### src/hdl/krle_pkg.sv
package krle_pkg;

	localparam int KEY_W = 32;
	localparam int CMD_W = 4;

	localparam logic [CMD_W-1:0] CMD_APPEND    = 4'd0;
	localparam logic [CMD_W-1:0] CMD_PREPEND   = 4'd1;
	localparam logic [CMD_W-1:0] CMD_ORDERED   = 4'd2;
	localparam logic [CMD_W-1:0] CMD_REM_SHIFT = 4'd3;
	localparam logic [CMD_W-1:0] CMD_REM_SWAP  = 4'd4;
	localparam logic [CMD_W-1:0] CMD_REM_FIRST = 4'd5;
	localparam logic [CMD_W-1:0] CMD_REM_LAST  = 4'd6;
	localparam logic [CMD_W-1:0] CMD_GET_POS   = 4'd7;
	localparam logic [CMD_W-1:0] CMD_GET_KEY   = 4'd8;

	typedef struct packed {
		logic ins;
		logic rm_shift;
		logic rm_swap;
	} wr_ctrl_t;

	typedef enum logic [1:0] {
		ST_IDLE = 2'b01,
		ST_EXEC = 2'b10
	} state_t;

endpackage

### src/hdl/krle_cell.sv
module krle_cell #(
	parameter int IDX = 0,
	parameter int CW  = 7,
	parameter int PW  = 64
) (
	input  logic                          clk,
	input  logic                          load,
	input  logic [krle_pkg::CMD_W-1:0]    cmd,
	input  logic [krle_pkg::KEY_W-1:0]    key,
	input  logic [CW-1:0]                 pos,
	input  logic [CW-1:0]                 count,
	input  krle_pkg::wr_ctrl_t            wr,
	input  logic                          ins_seen_in,
	input  logic                          hit_seen_in,
	output logic                          ins_seen_out,
	output logic                          hit_seen_out,
	output logic                          first_hit,
	input  logic [krle_pkg::KEY_W-1:0]    new_key,
	input  logic [PW-1:0]                 new_pay,
	input  logic [krle_pkg::KEY_W-1:0]    left_key,
	input  logic [PW-1:0]                 left_pay,
	input  logic [krle_pkg::KEY_W-1:0]    right_key,
	input  logic [PW-1:0]                 right_pay,
	input  logic [krle_pkg::KEY_W-1:0]    last_key,
	input  logic [PW-1:0]                 last_pay,
	output logic [krle_pkg::KEY_W-1:0]    cell_key,
	output logic [PW-1:0]                 cell_pay
);

	logic [krle_pkg::KEY_W-1:0] key_q;
	logic [PW-1:0]              pay_q;
	logic                       ins_s1;
	logic                       hit_s1;
	logic                       valid;
	logic                       ins_flag;
	logic                       hit_flag;
	logic                       first_ins;

	assign valid = CW'(IDX) < count;

	always_comb begin
		ins_flag = 1'b0;
		hit_flag = 1'b0;
		unique case (cmd)
			krle_pkg::CMD_APPEND: begin
				ins_flag = ~valid;
			end
			krle_pkg::CMD_PREPEND: begin
				ins_flag = (IDX == 0);
			end
			krle_pkg::CMD_ORDERED: begin
				ins_flag = ~valid | ($signed(key_q) >= $signed(key));
			end
			krle_pkg::CMD_REM_SHIFT, krle_pkg::CMD_REM_SWAP, krle_pkg::CMD_GET_KEY: begin
				hit_flag = valid & (key_q == key);
			end
			krle_pkg::CMD_REM_FIRST: begin
				hit_flag = valid & (IDX == 0);
			end
			krle_pkg::CMD_GET_POS: begin
				hit_flag = valid & (pos == CW'(IDX + 1));
			end
			default: begin
				ins_flag = 1'b0;
			end
		endcase
	end

	always_ff @(posedge clk) begin
		if (load) begin
			ins_s1 <= ins_flag;
			hit_s1 <= hit_flag;
		end
	end

	assign first_ins    = ins_s1 & ~ins_seen_in;
	assign ins_seen_out = ins_seen_in | ins_s1;
	assign first_hit    = hit_s1 & ~hit_seen_in;
	assign hit_seen_out = hit_seen_in | hit_s1;

	always_ff @(posedge clk) begin
		priority if (wr.ins && first_ins) begin
			key_q <= new_key;
			pay_q <= new_pay;
		end else if (wr.ins && ins_seen_in) begin
			key_q <= left_key;
			pay_q <= left_pay;
		end else if (wr.rm_shift && hit_seen_out) begin
			key_q <= right_key;
			pay_q <= right_pay;
		end else if (wr.rm_swap && first_hit) begin
			key_q <= last_key;
			pay_q <= last_pay;
		end else begin
			key_q <= key_q;
			pay_q <= pay_q;
		end
	end

	assign cell_key = key_q;
	assign cell_pay = pay_q;

endmodule

### config.mk
export PLATFORM = sky130hd
export DESIGN_NAME = krle_cell
export DESIGN_NICKNAME = d
export VERILOG_FILES = /design/src/hdl/krle_pkg.sv /design/src/hdl/krle_cell.sv
export SDC_FILE = /design/constraint.sdc
export NUM_CORES = 1
export LEC_CHECK = 0
export ABC_AREA = 1
export BUFFER_PORTS_ARGS = -buffer_cell sky130_fd_sc_hd__buf_4
export CAP_MARGIN = 20
export CORE_AREA = 2 2 210 212
export DETAILED_ROUTE_END_ITERATION = 10
export DIE_AREA = 0 0 212 214
export GPL_ROUTABILITY_DRIVEN = 0
export PLACE_DENSITY = 0.5
export SKIP_LAST_GASP = 1
export SYNTH_ARGS = -nofsm -noshare
export SYNTH_HDL_FRONTEND = slang
export SYNTH_SLANG_ARGS = --single-unit
export TNS_END_PERCENT = 20
### constraint.sdc
create_clock -name clk -period 8.1 [get_ports clk]
set_input_delay 1.62 -clock clk [delete_from_list [all_inputs] [get_ports clk]]
set_output_delay 1.62 -clock clk [all_outputs]
set_load 0.1 [all_outputs]
==> flow_metrics.tcl <==
set metrics [dict create \
    vias_per_cell 4.23 \
    fmax_ghz 0.256 \
    clockBufferDepth 2 \
    cts_hold_buf 0 \
    slew_headroom 0.305 \
    ys_ff_latch 98 \
    hpwl_um 28600 \
    ir_drop_uv 94.5 \
    cpMaxStageDelayCell "or2_2" \
    worst-slew-pin-transition_ps 1040 \
    antenna_left 0 \
    worstPathRequired_ps 6480 \
    min_period_over_period 0.482 \
    start_util 0.173 \
    p_int_mw 1.23 \
    crit_chain "buf_4 -> or2_2 -> buf_4" \
    crit_path_max_incr_delay_ps 290 \
    critPathMaxFanout 7 \
    rows 76 \
    path_buf_inv 2 \
    post_cts_resized 0 \
    synth_area_mm2 0.00743 \
    totalWireLength_um 36300 \
    overflow 0 \
    startpoint_type "input port" \
    wl_per_cell_um 19.0 \
    cts_sinks 98 \
    cts-root-buf "clkbuf_16" \
    route.detailed.drc 0 \
    met3_usage 0.0432 \
    synthFlopType "edfxtp_1" \
    grt_pass1_wl_um 52300 \
    synth_cell_types 36 \
    final_common_cell "buf_4" \
    postCtsSetupBuffers 0 \
    critPathArrivalTime_ps 2290 \
    dr.pass1.iters 4 \
    drive_gt1_frac 0.550 \
    cts_htree_levels 3 \
    drtIter0Drc 417 \
    grt-busiest-layer "met2" \
    num_io_pins 540 \
    cts_tree "done" \
    maxCapViolCount 0 \
    use_met2 0.275 \
    cp_common_cell "buf_4" \
    synth-seq-area-share 0.396 \
    cp-end-kind "output pin" \
    die_w_um 212 \
    die-area_mm2 0.0454 \
    status "complete, no violations" \
    power.leakage_nw 5.34 \
    totalPowerFinal_mw 2.19 \
    holdCritPathClass "flip-flop to flip-flop" \
    antenna_found_initial 4 \
    swShare 0.438 \
    synth.yosys.warnings 0 \
    track_usage 0.156 \
    final-setup-viol-count 0 \
    fin_nets 1792 \
    synthArstFlopShare 0 \
    comb_power_share 0.471 \
    rsz0062_at_grt "no" \
    clkPwrFrac 0.219 \
    use_met1 0.176 \
    syn_to_final_growth_pct 63.9 \
    slew_violations 0 \
    die_h_um 214 \
    synthesis.nets 1297 \
    p_per_area_mw_per_mm2 180 \
    syn_inst 824 \
    path_delay_family "buffers and inverters" \
    worstSetupPathType "input port to output pin" \
    port_buffers 539 \
    cts_inserted_buffers 9 \
    netSwitchingPower_mw 0.961 \
    setup_tns_ps 0 \
    vias 8078 \
    clkSlewWorstSetupHoldPaths_ps 60 \
    p_seq_frac 0.310 \
    fin_skew_ps 12.3 \
    grt_pass1_vias 8517 \
    layout_common_cells "545 x buf_4, 114 x a21oi_1, 106 x nor2_1" \
    synth_edf_count 98 \
    min_period_ps 3910 \
    ff2ff_setup_slack_ps 5200 \
    grt_start_max_net_pins 99 \
    clkLatencyLatePin_ps 370 \
    core_region_area_mm2 0.0429 \
    hold_viol_final 0 \
    avgSynthCellArea_um2 9.02 \
]
## registers in the layout, summed over array words and instances, names as in the netlist
register / cells
ins_s1: 1
cell_key: 32
hit_s1: 1
cell_pay: 64
## power by group through the flow
stage,sequential (mW),combinational (mW),clock (mW)
floorplan,1.14,0.239,0
CTS,0.681,1.05,0.499
global placement,0.690,1.04,0
detailed placement,0.691,1.04,0
finish,0.679,1.03,0.480
global route,0.686,1.09,0.507
## per-layer routing
| metal | vias up | part of all wire |
|---|---|---|
| li1 | 3928 | - |
| met1 | 3737 | 0.39 |
| met2 | 361 | 0.50 |
| met3 | 50 | 0.077 |
| met4 | 2 | 0.030 |
| met5 | - | 0.00036 |
## worst reg2reg max path, stage by stage, from the launching register on
cell      delay (ps)
edfxtp_1         420
or2_4            300
nand2_8          410
nand3_4          700
buf_4            660
## cell type report
cell class | instances | area [um^2]
Multi-Input combinational cell | 610 | 3880
Inverter | 55 | 214
Fill cell | 4611 | 30700
Antenna cell | 2 | 5.00
Timing Repair Buffer | 545 | 4090
Clock buffer | 9 | 225
Tap cell | 585 | 732
Sequential cell | 98 | 2940
Clock inverter | 5 | 80.1
## cell families after synthesis
group | synth area share
flops | 0.396
fa+ha+maj | 0.0539
buf+inv | 0.0844
simple gates | 0.175
compound gates | 0.290
## Yosys cell counts (9+ instances only)
library cell  number  area share
inv_1             52       0.026
o211ai_2           9       0.015
buf_6             19       0.029
nand2_1           53       0.027
ha_1              32       0.054
edfxtp_1          98        0.40
a21oi_1          114       0.077
clkbuf_1          22       0.011
or2_2             70       0.059
nor2_1           106       0.054
or2_1             21       0.018
a21oi_2           80       0.094
buf_2              9      0.0061
o211ai_1          84       0.085
## worst paths after layout
kind,end,cells past startpoint,startpoint
setup / recovery,ins_seen_out,3,ins_seen_in
hold / removal,ins_s1$_DFFE_PP_,5,cell_key[31]$_DFFE_PP_
setup reg to reg,cell_key[26]$_DFFE_PP_,4,hit_s1$_DFFE_PP_
hold reg to reg,ins_s1$_DFFE_PP_,5,cell_key[31]$_DFFE_PP_
## per-stage QoR
step                cell area, um^2  worst slack (ps)  hold WS (ps)  utilization  instances
detailed placement            11900              3820           976        0.277       1893
global route                  12200              4110          1050        0.284       1909
floorplan                      7430              2440           929            -        824
CTS                           12200              4190          1000        0.284       1907
global placement              11900              3860          1010        0.277       1893
finish                        12200              4190           998        0.284       1909
Power figures use the tool's default switching activity.
